`src/design/bc_pkg.sv`:
```
package bc_pkg;

  // Configuration port geometry.
  localparam int CFG_IDX_W  = 3;
  localparam int CFG_DATA_W = 16;

  // Register indexes on the configuration port.
  localparam logic [CFG_IDX_W-1:0] REG_CAL_WORD_ONE   = 3'd0;
  localparam logic [CFG_IDX_W-1:0] REG_CAL_WORD_TWO   = 3'd1;
  localparam logic [CFG_IDX_W-1:0] REG_CAL_WORD_THREE = 3'd2;
  localparam logic [CFG_IDX_W-1:0] REG_CAL_WORD_FOUR  = 3'd3;
  localparam logic [CFG_IDX_W-1:0] REG_SECOND_ORDER   = 3'd4;

  // First-order constants.
  localparam logic signed [17:0] DT_OFFSET = 18'sd20224;
  localparam logic signed [16:0] D1_OFFSET = 17'sd7168;
  localparam logic [6:0]         C6_TEMP_BIAS = 7'd50;
  localparam logic signed [10:0] C4_BIAS   = 11'sd512;
  localparam logic signed [13:0] TEMP_BASE = 14'sd200;
  localparam logic signed [17:0] SENS_BASE = 18'sd24576;
  localparam logic signed [19:0] PRES_BASE = 20'sd2500;

  // Second-order constants.
  localparam logic signed [13:0] TEMP_LOW_KNEE  = 14'sd200;
  localparam logic signed [13:0] TEMP_HIGH_KNEE = 14'sd450;
  localparam logic [6:0]         C6_CORR_BIAS   = 7'd24;
  localparam logic signed [20:0] PRES_LOW_REF   = 21'sd3500;
  localparam logic signed [20:0] PRES_HIGH_REF  = 21'sd10000;

  // Output clamp limits.
  localparam logic signed [16:0] TEMP_SAT_MIN = -17'sd2048;
  localparam logic signed [16:0] TEMP_SAT_MAX = 17'sd2047;
  localparam logic signed [23:0] PRES_SAT_MAX = 24'sd131071;

  // Calibration coefficients unpacked from the four factory words.
  typedef struct packed {
    logic [14:0] c1;
    logic [11:0] c2;
    logic [9:0]  c3;
    logic [9:0]  c4;
    logic [10:0] c5;
    logic [5:0]  c6;
    logic        so_en;
  } coef_t;

  // First-order results handed to the correction pipeline.
  typedef struct packed {
    logic signed [13:0] temp;
    logic signed [19:0] pres;
  } first_res_t;

endpackage

```
`src/design/barometer_compensation.sv`:
```
// Channel     Dir  Fields (from bit 0 up)
// s_*         in   tdata: pressure_raw[15:0], temperature_raw[31:16]
// m_*         out  tdata: temperature_out[11:0], pressure_out[28:12], zero[31:29]
//                  tuser: saturated_flag[0]
// cfg_*       in   cfg_index selects register 0..4, cfg_data[15:0] is the value
//
// One reading pair can enter every cycle unless the output stalls; each result
// passes through the twelve register stages of the two arithmetic pipelines.
// Reset (rst, synchronous) clears all stage valid bits and the calibration registers.
// Every stage holds while its successor is full and stalled, so a stall on the
// output only stops the stages behind a full one; empty stages keep filling.
module barometer_compensation import bc_pkg::*; (
  input  logic                  clk,
  input  logic                  rst,
  input  logic                  s_tvalid,
  output logic                  s_tready,
  input  logic [31:0]           s_tdata,   // pressure_raw, temperature_raw
  output logic                  m_tvalid,
  input  logic                  m_tready,
  output logic [31:0]           m_tdata,   // temperature_out, pressure_out, zero pad
  output logic [0:0]            m_tuser,   // saturated_flag
  input  logic                  cfg_wr_en,
  input  logic [CFG_IDX_W-1:0]  cfg_index,
  input  logic [CFG_DATA_W-1:0] cfg_data
);

  coef_t              coef;
  first_res_t         first;
  logic               first_valid;
  logic               first_ready;
  logic signed [11:0] temperature_out;
  logic [16:0]        pressure_out;
  logic               saturated_flag;

  // Calibration registers and coefficient unpacking.
  bc_cal_regs u_cal_regs (
    .clk       (clk),
    .rst       (rst),
    .cfg_wr_en (cfg_wr_en),
    .cfg_index (cfg_index),
    .cfg_data  (cfg_data),
    .coef      (coef)
  );

  // First-order temperature and pressure.
  bc_first_order u_first_order (
    .clk             (clk),
    .rst             (rst),
    .coef            (coef),
    .in_valid        (s_tvalid),
    .in_ready        (s_tready),
    .pressure_raw    (s_tdata[15:0]),
    .temperature_raw (s_tdata[31:16]),
    .out_valid       (first_valid),
    .out_ready       (first_ready),
    .res             (first)
  );

  // Second-order correction, clamping and output register.
  bc_second_order u_second_order (
    .clk             (clk),
    .rst             (rst),
    .coef            (coef),
    .in_valid        (first_valid),
    .in_ready        (first_ready),
    .first           (first),
    .out_valid       (m_tvalid),
    .out_ready       (m_tready),
    .temperature_out (temperature_out),
    .pressure_out    (pressure_out),
    .saturated_flag  (saturated_flag)
  );

  assign m_tdata = {3'b000, pressure_out, temperature_out};
  assign m_tuser = saturated_flag;

endmodule

```
`src/design/bc_cal_regs.sv`:
```
module bc_cal_regs import bc_pkg::*; (
  input  logic                  clk,
  input  logic                  rst,
  input  logic                  cfg_wr_en,
  input  logic [CFG_IDX_W-1:0]  cfg_index,
  input  logic [CFG_DATA_W-1:0] cfg_data,
  output coef_t                 coef
);

  logic [15:0] w1;
  logic [15:0] w2;
  logic [15:0] w3;
  logic [15:0] w4;
  logic        so_en;

  // Register writes; indexes past the list are dropped.
  always_ff @(posedge clk) begin
    if (rst) begin
      w1    <= '0;
      w2    <= '0;
      w3    <= '0;
      w4    <= '0;
      so_en <= 1'b0;
    end else if (cfg_wr_en) begin
      unique case (cfg_index)
        REG_CAL_WORD_ONE:   w1    <= cfg_data;
        REG_CAL_WORD_TWO:   w2    <= cfg_data;
        REG_CAL_WORD_THREE: w3    <= cfg_data;
        REG_CAL_WORD_FOUR:  w4    <= cfg_data;
        REG_SECOND_ORDER:   so_en <= cfg_data[0];
        default: begin
        end
      endcase
    end
  end

  // Bit-field unpacking of the factory words into C1..C6.
  always_comb begin
    coef.c1    = w1[15:1];
    coef.c2    = {w3[5:0], w4[5:0]};
    coef.c3    = w4[15:6];
    coef.c4    = w3[15:6];
    coef.c5    = {w1[0], w2[15:6]};
    coef.c6    = w2[5:0];
    coef.so_en = so_en;
  end

endmodule

```
`src/design/bc_first_order.sv`:
```
module bc_first_order import bc_pkg::*; (
  input  logic        clk,
  input  logic        rst,
  input  coef_t       coef,
  input  logic        in_valid,
  output logic        in_ready,
  input  logic [15:0] pressure_raw,
  input  logic [15:0] temperature_raw,
  output logic        out_valid,
  input  logic        out_ready,
  output first_res_t  res
);

  // Stage valid bits and advance enables, A (first) to F (last).
  logic va, vb, vc, vd, ve, vf;
  logic en_a, en_b, en_c, en_d, en_e, en_f;

  // A stage moves when it is empty or its successor moves.
  assign en_f     = !vf || out_ready;
  assign en_e     = !ve || en_f;
  assign en_d     = !vd || en_e;
  assign en_c     = !vc || en_d;
  assign en_b     = !vb || en_c;
  assign en_a     = !va || en_b;
  assign in_ready = en_a;

  always_ff @(posedge clk) begin
    if (rst) begin
      va <= 1'b0;
      vb <= 1'b0;
      vc <= 1'b0;
      vd <= 1'b0;
      ve <= 1'b0;
      vf <= 1'b0;
    end else begin
      if (en_a) va <= in_valid;
      if (en_b) vb <= va;
      if (en_c) vc <= vb;
      if (en_d) vd <= vc;
      if (en_e) ve <= vd;
      if (en_f) vf <= ve;
    end
  end

  // Stage A: temperature difference and pressure offset.
  logic signed [17:0] dt_next;
  logic signed [16:0] d1m_next;
  logic signed [17:0] dt_a;
  logic signed [16:0] d1m_a;

  assign dt_next  = $signed({2'b00, temperature_raw})
                  - $signed({4'b0000, coef.c5, 3'b000}) - DT_OFFSET;
  assign d1m_next = $signed({1'b0, pressure_raw}) - D1_OFFSET;

  always_ff @(posedge clk) begin
    if (en_a) begin
      dt_a  <= dt_next;
      d1m_a <= d1m_next;
    end
  end

  // Stage B: the three products with dT.
  logic [6:0]         c6_t;
  logic signed [10:0] c4_m;
  logic signed [25:0] pt_next;
  logic signed [28:0] po_next;
  logic signed [28:0] ps_next;
  logic signed [25:0] pt_b;
  logic signed [28:0] po_b;
  logic signed [28:0] ps_b;
  logic signed [16:0] d1m_b;

  assign c6_t    = {1'b0, coef.c6} + C6_TEMP_BIAS;
  assign c4_m    = $signed({1'b0, coef.c4}) - C4_BIAS;
  assign pt_next = dt_a * $signed({1'b0, c6_t});
  assign po_next = dt_a * c4_m;
  assign ps_next = dt_a * $signed({1'b0, coef.c3});

  always_ff @(posedge clk) begin
    if (en_b) begin
      pt_b  <= pt_next;
      po_b  <= po_next;
      ps_b  <= ps_next;
      d1m_b <= d1m_a;
    end
  end

  // Stage C: first-order temperature, offset and sensitivity.
  logic signed [25:0] pt_sh;
  logic signed [28:0] po_sh;
  logic signed [28:0] ps_sh;
  logic signed [13:0] temp_next;
  logic signed [16:0] off_next;
  logic signed [17:0] sens_next;
  logic signed [13:0] temp_c;
  logic signed [16:0] off_c;
  logic signed [17:0] sens_c;
  logic signed [16:0] d1m_c;

  assign pt_sh     = pt_b >>> 10;
  assign po_sh     = po_b >>> 12;
  assign ps_sh     = ps_b >>> 10;
  assign temp_next = $signed(pt_sh[13:0]) + TEMP_BASE;
  assign off_next  = $signed({3'b000, coef.c2, 2'b00}) + $signed(po_sh[16:0]);
  assign sens_next = $signed({3'b000, coef.c1}) + $signed(ps_sh[17:0]) + SENS_BASE;

  always_ff @(posedge clk) begin
    if (en_c) begin
      temp_c <= temp_next;
      off_c  <= off_next;
      sens_c <= sens_next;
      d1m_c  <= d1m_b;
    end
  end

  // Stage D: sensitivity times pressure offset.
  logic signed [34:0] prod_next;
  logic signed [34:0] prod_d;
  logic signed [13:0] temp_d;
  logic signed [16:0] off_d;

  assign prod_next = sens_c * d1m_c;

  always_ff @(posedge clk) begin
    if (en_d) begin
      prod_d <= prod_next;
      temp_d <= temp_c;
      off_d  <= off_c;
    end
  end

  // Stage E: scaled product minus offset.
  logic signed [34:0] prod_sh;
  logic signed [20:0] x_next;
  logic signed [20:0] x_e;
  logic signed [13:0] temp_e;

  assign prod_sh = prod_d >>> 14;
  assign x_next  = $signed(prod_sh[20:0]) - off_d;

  always_ff @(posedge clk) begin
    if (en_e) begin
      x_e    <= x_next;
      temp_e <= temp_d;
    end
  end

  // Stage F: pressure = 10*X/32 + 2500, the times ten as two shifts.
  logic signed [24:0] x_w;
  logic signed [24:0] x10;
  logic signed [24:0] x10_sh;
  logic signed [19:0] pres_next;

  assign x_w       = x_e;
  assign x10       = (x_w <<< 3) + (x_w <<< 1);
  assign x10_sh    = x10 >>> 5;
  assign pres_next = $signed(x10_sh[19:0]) + PRES_BASE;

  always_ff @(posedge clk) begin
    if (en_f) begin
      res.temp <= temp_e;
      res.pres <= pres_next;
    end
  end

  assign out_valid = vf;

endmodule

```
`src/design/bc_second_order.sv`:
```
module bc_second_order import bc_pkg::*; (
  input  logic               clk,
  input  logic               rst,
  input  coef_t              coef,
  input  logic               in_valid,
  output logic               in_ready,
  input  first_res_t         first,
  output logic               out_valid,
  input  logic               out_ready,
  output logic signed [11:0] temperature_out,
  output logic [16:0]        pressure_out,
  output logic               saturated_flag
);

  // Stage valid bits and advance enables, G (first) to L (output register).
  logic vg, vh, vi, vj, vk, vl;
  logic en_g, en_h, en_i, en_j, en_k, en_l;

  assign en_l     = !vl || out_ready;
  assign en_k     = !vk || en_l;
  assign en_j     = !vj || en_k;
  assign en_i     = !vi || en_j;
  assign en_h     = !vh || en_i;
  assign en_g     = !vg || en_h;
  assign in_ready = en_g;

  always_ff @(posedge clk) begin
    if (rst) begin
      vg <= 1'b0;
      vh <= 1'b0;
      vi <= 1'b0;
      vj <= 1'b0;
      vk <= 1'b0;
      vl <= 1'b0;
    end else begin
      if (en_g) vg <= in_valid;
      if (en_h) vh <= vg;
      if (en_i) vi <= vh;
      if (en_j) vj <= vi;
      if (en_k) vk <= vj;
      if (en_l) vl <= vk;
    end
  end

  // Stage G: pick the temperature region, its distance and its gain.
  // Outside both regions, or with the correction off, the gain is zero
  // so that both corrections come out as zero.
  logic               low_next;
  logic               high_next;
  logic signed [13:0] diff_lo;
  logic signed [13:0] diff_hi;
  logic [6:0]         c6_c;
  logic [9:0]         k_next;
  logic [12:0]        dd_next;
  logic               low_g;
  logic [9:0]         k_g;
  logic [12:0]        dd_g;
  logic signed [13:0] temp_g;
  logic signed [19:0] pres_g;

  assign low_next  = coef.so_en && (first.temp < TEMP_LOW_KNEE);
  assign high_next = coef.so_en && (first.temp > TEMP_HIGH_KNEE);
  assign diff_lo   = TEMP_LOW_KNEE - first.temp;
  assign diff_hi   = first.temp - TEMP_HIGH_KNEE;
  assign c6_c      = {1'b0, coef.c6} + C6_CORR_BIAS;

  always_comb begin
    priority if (low_next) begin
      dd_next = diff_lo[12:0];
      k_next  = {c6_c, 3'b000} + {2'b00, c6_c, 1'b0} + {3'b000, c6_c};
    end else if (high_next) begin
      dd_next = diff_hi[12:0];
      k_next  = {2'b00, c6_c, 1'b0} + {3'b000, c6_c};
    end else begin
      dd_next = '0;
      k_next  = '0;
    end
  end

  always_ff @(posedge clk) begin
    if (en_g) begin
      low_g  <= low_next;
      k_g    <= k_next;
      dd_g   <= dd_next;
      temp_g <= first.temp;
      pres_g <= first.pres;
    end
  end

  // Stage H: square of the temperature distance.
  logic [25:0]        dsq_h;
  logic               low_h;
  logic [9:0]         k_h;
  logic signed [13:0] temp_h;
  logic signed [19:0] pres_h;

  always_ff @(posedge clk) begin
    if (en_h) begin
      dsq_h  <= dd_g * dd_g;
      low_h  <= low_g;
      k_h    <= k_g;
      temp_h <= temp_g;
      pres_h <= pres_g;
    end
  end

  // Stage I: gain times squared distance.
  logic [35:0]        t2p_i;
  logic               low_i;
  logic signed [13:0] temp_i;
  logic signed [19:0] pres_i;

  always_ff @(posedge clk) begin
    if (en_i) begin
      t2p_i  <= k_h * dsq_h;
      low_i  <= low_h;
      temp_i <= temp_h;
      pres_i <= pres_h;
    end
  end

  // Stage J: T2, corrected temperature and the pressure-correction operands.
  logic [15:0]        t2;
  logic [17:0]        m_next;
  logic signed [20:0] pdiff_next;
  logic signed [16:0] temp_f_next;
  logic [17:0]        m_j;
  logic signed [20:0] pdiff_j;
  logic signed [16:0] temp_f_j;
  logic signed [19:0] pres_j;
  logic               low_j;

  assign t2          = t2p_i[35:20];
  assign m_next      = low_i ? ({1'b0, t2, 1'b0} + {2'b00, t2}) : {2'b00, t2};
  assign pdiff_next  = pres_i - (low_i ? PRES_LOW_REF : PRES_HIGH_REF);
  assign temp_f_next = temp_i - $signed({1'b0, t2});

  always_ff @(posedge clk) begin
    if (en_j) begin
      m_j      <= m_next;
      pdiff_j  <= pdiff_next;
      temp_f_j <= temp_f_next;
      pres_j   <= pres_i;
      low_j    <= low_i;
    end
  end

  // Stage K: P2 product before its shift.
  logic signed [39:0] p2p_k;
  logic signed [16:0] temp_f_k;
  logic signed [19:0] pres_k;
  logic               low_k;

  always_ff @(posedge clk) begin
    if (en_k) begin
      p2p_k    <= $signed({1'b0, m_j}) * pdiff_j;
      temp_f_k <= temp_f_j;
      pres_k   <= pres_j;
      low_k    <= low_j;
    end
  end

  // Stage L: final pressure, clamp both results, output register.
  logic signed [39:0] p2_sh;
  logic signed [23:0] pres_f;
  logic               t_lo;
  logic               t_hi;
  logic               p_lo;
  logic               p_hi;
  logic signed [11:0] temp_sat;
  logic [16:0]        pres_sat;

  assign p2_sh  = low_k ? (p2p_k >>> 14) : (p2p_k >>> 13);
  assign pres_f = pres_k - $signed(p2_sh[23:0]);
  assign t_lo   = temp_f_k < TEMP_SAT_MIN;
  assign t_hi   = temp_f_k > TEMP_SAT_MAX;
  assign p_lo   = pres_f < 24'sd0;
  assign p_hi   = pres_f > PRES_SAT_MAX;

  always_comb begin
    priority if (t_lo) begin
      temp_sat = TEMP_SAT_MIN[11:0];
    end else if (t_hi) begin
      temp_sat = TEMP_SAT_MAX[11:0];
    end else begin
      temp_sat = temp_f_k[11:0];
    end
    priority if (p_lo) begin
      pres_sat = '0;
    end else if (p_hi) begin
      pres_sat = PRES_SAT_MAX[16:0];
    end else begin
      pres_sat = pres_f[16:0];
    end
  end

  always_ff @(posedge clk) begin
    if (en_l) begin
      temperature_out <= temp_sat;
      pressure_out    <= pres_sat;
      saturated_flag  <= t_lo || t_hi || p_lo || p_hi;
    end
  end

  assign out_valid = vl;

endmodule

```
`config.mk`:
```
export PLATFORM = sky130hd
export DESIGN_NAME = barometer_compensation
export DESIGN_NICKNAME = d
export VERILOG_FILES = /design/src/design/bc_pkg.sv /design/src/design/barometer_compensation.sv /design/src/design/bc_cal_regs.sv /design/src/design/bc_first_order.sv /design/src/design/bc_second_order.sv
export SDC_FILE = /design/constraint.sdc
export NUM_CORES = 2
export LEC_CHECK = 0
export BUFFER_PORTS_ARGS = -buffer_cell sky130_fd_sc_hd__buf_2
export CAP_MARGIN = 40
export CORE_MARGIN = 2
export CORE_UTILIZATION = 60
export DETAILED_ROUTE_END_ITERATION = 12
export PLACE_DENSITY = 0.8
export SLEW_MARGIN = 20
export SYNTH_ARGS = -nofsm -noshare
export SYNTH_HDL_FRONTEND = slang
export SYNTH_HIERARCHICAL = 1
export SYNTH_SLANG_ARGS = --single-unit
```
`constraint.sdc`:
```
create_clock -name clk -period 14.9 [get_ports clk]
set_clock_uncertainty 0.1 [all_clocks]
set_input_delay 2.98 -clock clk [delete_from_list [all_inputs] [get_ports clk]]
set_output_delay 2.98 -clock clk [all_outputs]
set_load 0.01 [all_outputs]
```
==> impl_metrics.yaml <==
timing:
  fin_setup_tns_ns: 0
  fmax_ghz: 0.118
  slew_viol_final: 0
  final_hold_viol_count: 0
  finalSetupViolCount: 0
  setup_ws_ns: 6.43
  min_period_over_period: 0.568
  fin_crit_ns: 8.47
  rsz0062_at_grt: "no"
  worst_slew_pin_slew_ns: 0.938
  relSlewSlack: 0.374
logic_synthesis:
  synth_commonest_cells: "inv_1, fa_1, and2_1, nand2_1, ha_1"
  yosys_warnings: 6
  yosysTopAreaCell: "fa_1"
  ys_seq_elements: 712
  synth_area_per_cell_sq_um: 10.4
  netlist_area_sq_mm: 0.0846
  async_reset_ff_frac: 0
  synth_edf_count: 635
  synth_cell_types: 96
  synth_most_common_cell: "inv_1"
  syn_inst: 8168
  synth_seq_area_share: 0.244
  synth_top_area_frac: 0.331
  synthFlopType: "edfxtp_1"
  ys_top_cells_by_area: "fa_1, edfxtp_1, ha_1"
final_layout:
  syn2layout_area_growth_pct: 6.51
  seqCellArea_sq_mm: 0.0206
  fin_nets: 10300
  fillers: 10400
  multiInputGateArea_sq_mm: 0.0564
  utilization: 0.645
  drive_gt1_frac: 0.0458
clock_network:
  root_buffer: "clkbuf_16"
  cts_hold_buffers: 0
  path_clk_slew_ns: 0.06
  clock_latency_ns: 0.70
  h-tree-depth: 3
  cts_resized: 0
  cts_inserted_buffers: 78
  cts_tree: "built"
  cts.sinks: 712
  clock_path_buffers: 3
  cts_setup_buffers: 0
pwr:
  sw_frac_of_total: 0.437
  clockPowerShare: 0.130
  internal-power_mw: 8.59
  power_frac_seq: 0.273
  ir_drop_mv: 0.287
  power_switching_mw: 6.67
  power_leakage_nw: 43.8
  power.density_mw_per_mm2: 169
  share_comb_of_total_power: 0.596
global_route:
  grtUsageMet3: 0.0484
  use_met1: 0.340
  globalRouteMet2Util: 0.453
  grt_max_degree: 94
  grtUsageTotal: 0.266
  grt-busiest-layer: "met2"
  antenna_found_initial: 8
  grt_pass1_wl_um: 304000
  grt_pass1_vias: 60400
  grt_overflow: 0
floorplanning:
  die_area_sq_mm: 0.144
  rows: 137
  io_pins: 91
  die_y_um: 379
  coreArea_sq_mm: 0.140
  die_x_um: 379
  start_util: 0.605
worst_setup_path:
  worstPathCellList: "buf_2 -> nor2b_1 -> buf_4 -> and3_1 -> nand4_1 -> nor2b_1 -> and3_1 -> buf_4 -> nand4_1 -> buf_4 -> buf_2"
  crit_arrival_ns: 5.39
  cp-start-kind: "input pin"
  max_stage_delay_ns: 0.37
  cp.required_ns: 11.82
  end_kind: "output port"
  crit_family: "simple AND/OR/NAND/NOR gates"
  path_buf_inv: 5
  critPathKind: "input pin to output port"
  cp_common_cell: "buf_4"
  crit_slowest_cell: "and3_1"
  worstPathMaxFanout: 37
min_path:
  min_path_type: "flip-flop to flip-flop"
place:
  dp_hpwl_um: 144000
  dp_slack_ns: 6.50
  portBuffers: 87
  routabilityCongestion: 0.910
drt:
  via_count: 55800
  drt-wirelength-per-cell_um: 18.2
  dr.pass1.iters: 6
  drtAntennaViolNets: 0
  drt_iter0_markers: 3950
  postRouteWirelength_um: 184000
  vias_per_cell: 5.53
  drc_errors: 0
outcome:
  status: "completed"
run:
  maxCapViolCount: 0
==> sequential cells by signal, summed over array words and instances, names as in the netlist, 18 cells and up <==
name	flops
u_first_order/dt_a	18
u_first_order/sens_c	18
u_first_order/x_e	21
u_second_order/pdiff_j	21
u_second_order/pres_k	20
u_second_order/pres_i	20
u_second_order/pres_j	18
u_first_order/prod_d	21
u_second_order/pres_h	20
u_first_order/ps_b	18
u_second_order/m_j	18
u_second_order/pres_g	20
u_second_order/p2p_k	25
u_second_order/dsq_h	25
u_first_order/res	34
==> power by group through the flow <==
stage               combinational [mW]  sequential, mW  clock [mW]
floorplan                         7.23            3.73           0
global placement                  8.55            4.23           0
detailed placement                8.97            4.24           0
CTS                               9.04            4.20        2.03
global route                      10.4            4.24        2.11
finish                            9.10            4.17        1.99
==> cell type report <==
type                            count  area share
Tap cell                         1876      0.0261
Clock buffer                       95      0.0232
Clock inverter                     51     0.00660
Antenna cell                        6    0.000167
Timing Repair Buffer              176      0.0171
Multi-Input combinational cell   5445       0.626
Sequential cell                   712       0.229
Inverter                         1723      0.0718
==> stage by stage <==
stage / std cells / hold WS, ns / power [mW] / area, sq um
floorplan: 8172 / 0.300 / 11.0 / 84600
global placement: 9885 / 0.301 / 12.8 / 86600
detailed placement: 9911 / 0.305 / 13.2 / 87100
CTS: 10100 / 0.288 / 15.3 / 89700
global route: 10100 / 0.305 / 16.8 / 90100
finish: 10100 / 0.292 / 15.3 / 90100
==> cells in the final DEF (no fill, tap or decap), types with 136 or more instances in the layout <==
| master | Yosys | layout |
|---|---|---|
| fa_1 | 1398 | 1398 |
| xnor2_1 | 235 | 235 |
| inv_1 | 1723 | 1721 |
| nor2_1 | 247 | 247 |
| ha_1 | 660 | 660 |
| nand2b_1 | 136 | 136 |
| edfxtp_1 | 635 | 635 |
| and2_1 | 775 | 775 |
| nand2_1 | 760 | 757 |
| a21oi_1 | 173 | 173 |
==> worst paths after layout <==
| kind | from | to | slack (ns) | cells after the start |
|---|---|---|---|---|
| max reg2reg | u_first_order/sens_c[6] | u_first_order/prod_d[25] | 7.45 | 23 |
| min | u_first_order/temp_d[1] | u_first_order/temp_e[1] | 0.29 | 0 |
| min reg2reg | u_first_order/temp_d[1] | u_first_order/temp_e[1] | 0.29 | 0 |
| max | m_tready | s_tready | 6.43 | 11 |
==> cell families after synthesis <==
logic type,after synthesis,synth area share
buffers and inverters,2015,0.0900
other,3,0.000133
muxes,97,0.0116
DFF,712,0.244
AOI/OAI and AO/OA,672,0.0531
adders and majority gates,2058,0.429
and+or+nand+nor,2281,0.139
xor gates and xnor gates,330,0.0342
==> routing by layer <==
| layer | up-vias | wire (um) |
|---|---|---|
| met5 | - | 32 |
| met2 | 1976 | 90800 |
| met1 | 28100 | 72700 |
| met4 | 4 | 7140 |
| li1 | 25200 | - |
| met3 | 436 | 13300 |
No activity file was read; power rests on OpenSTA's default activity.
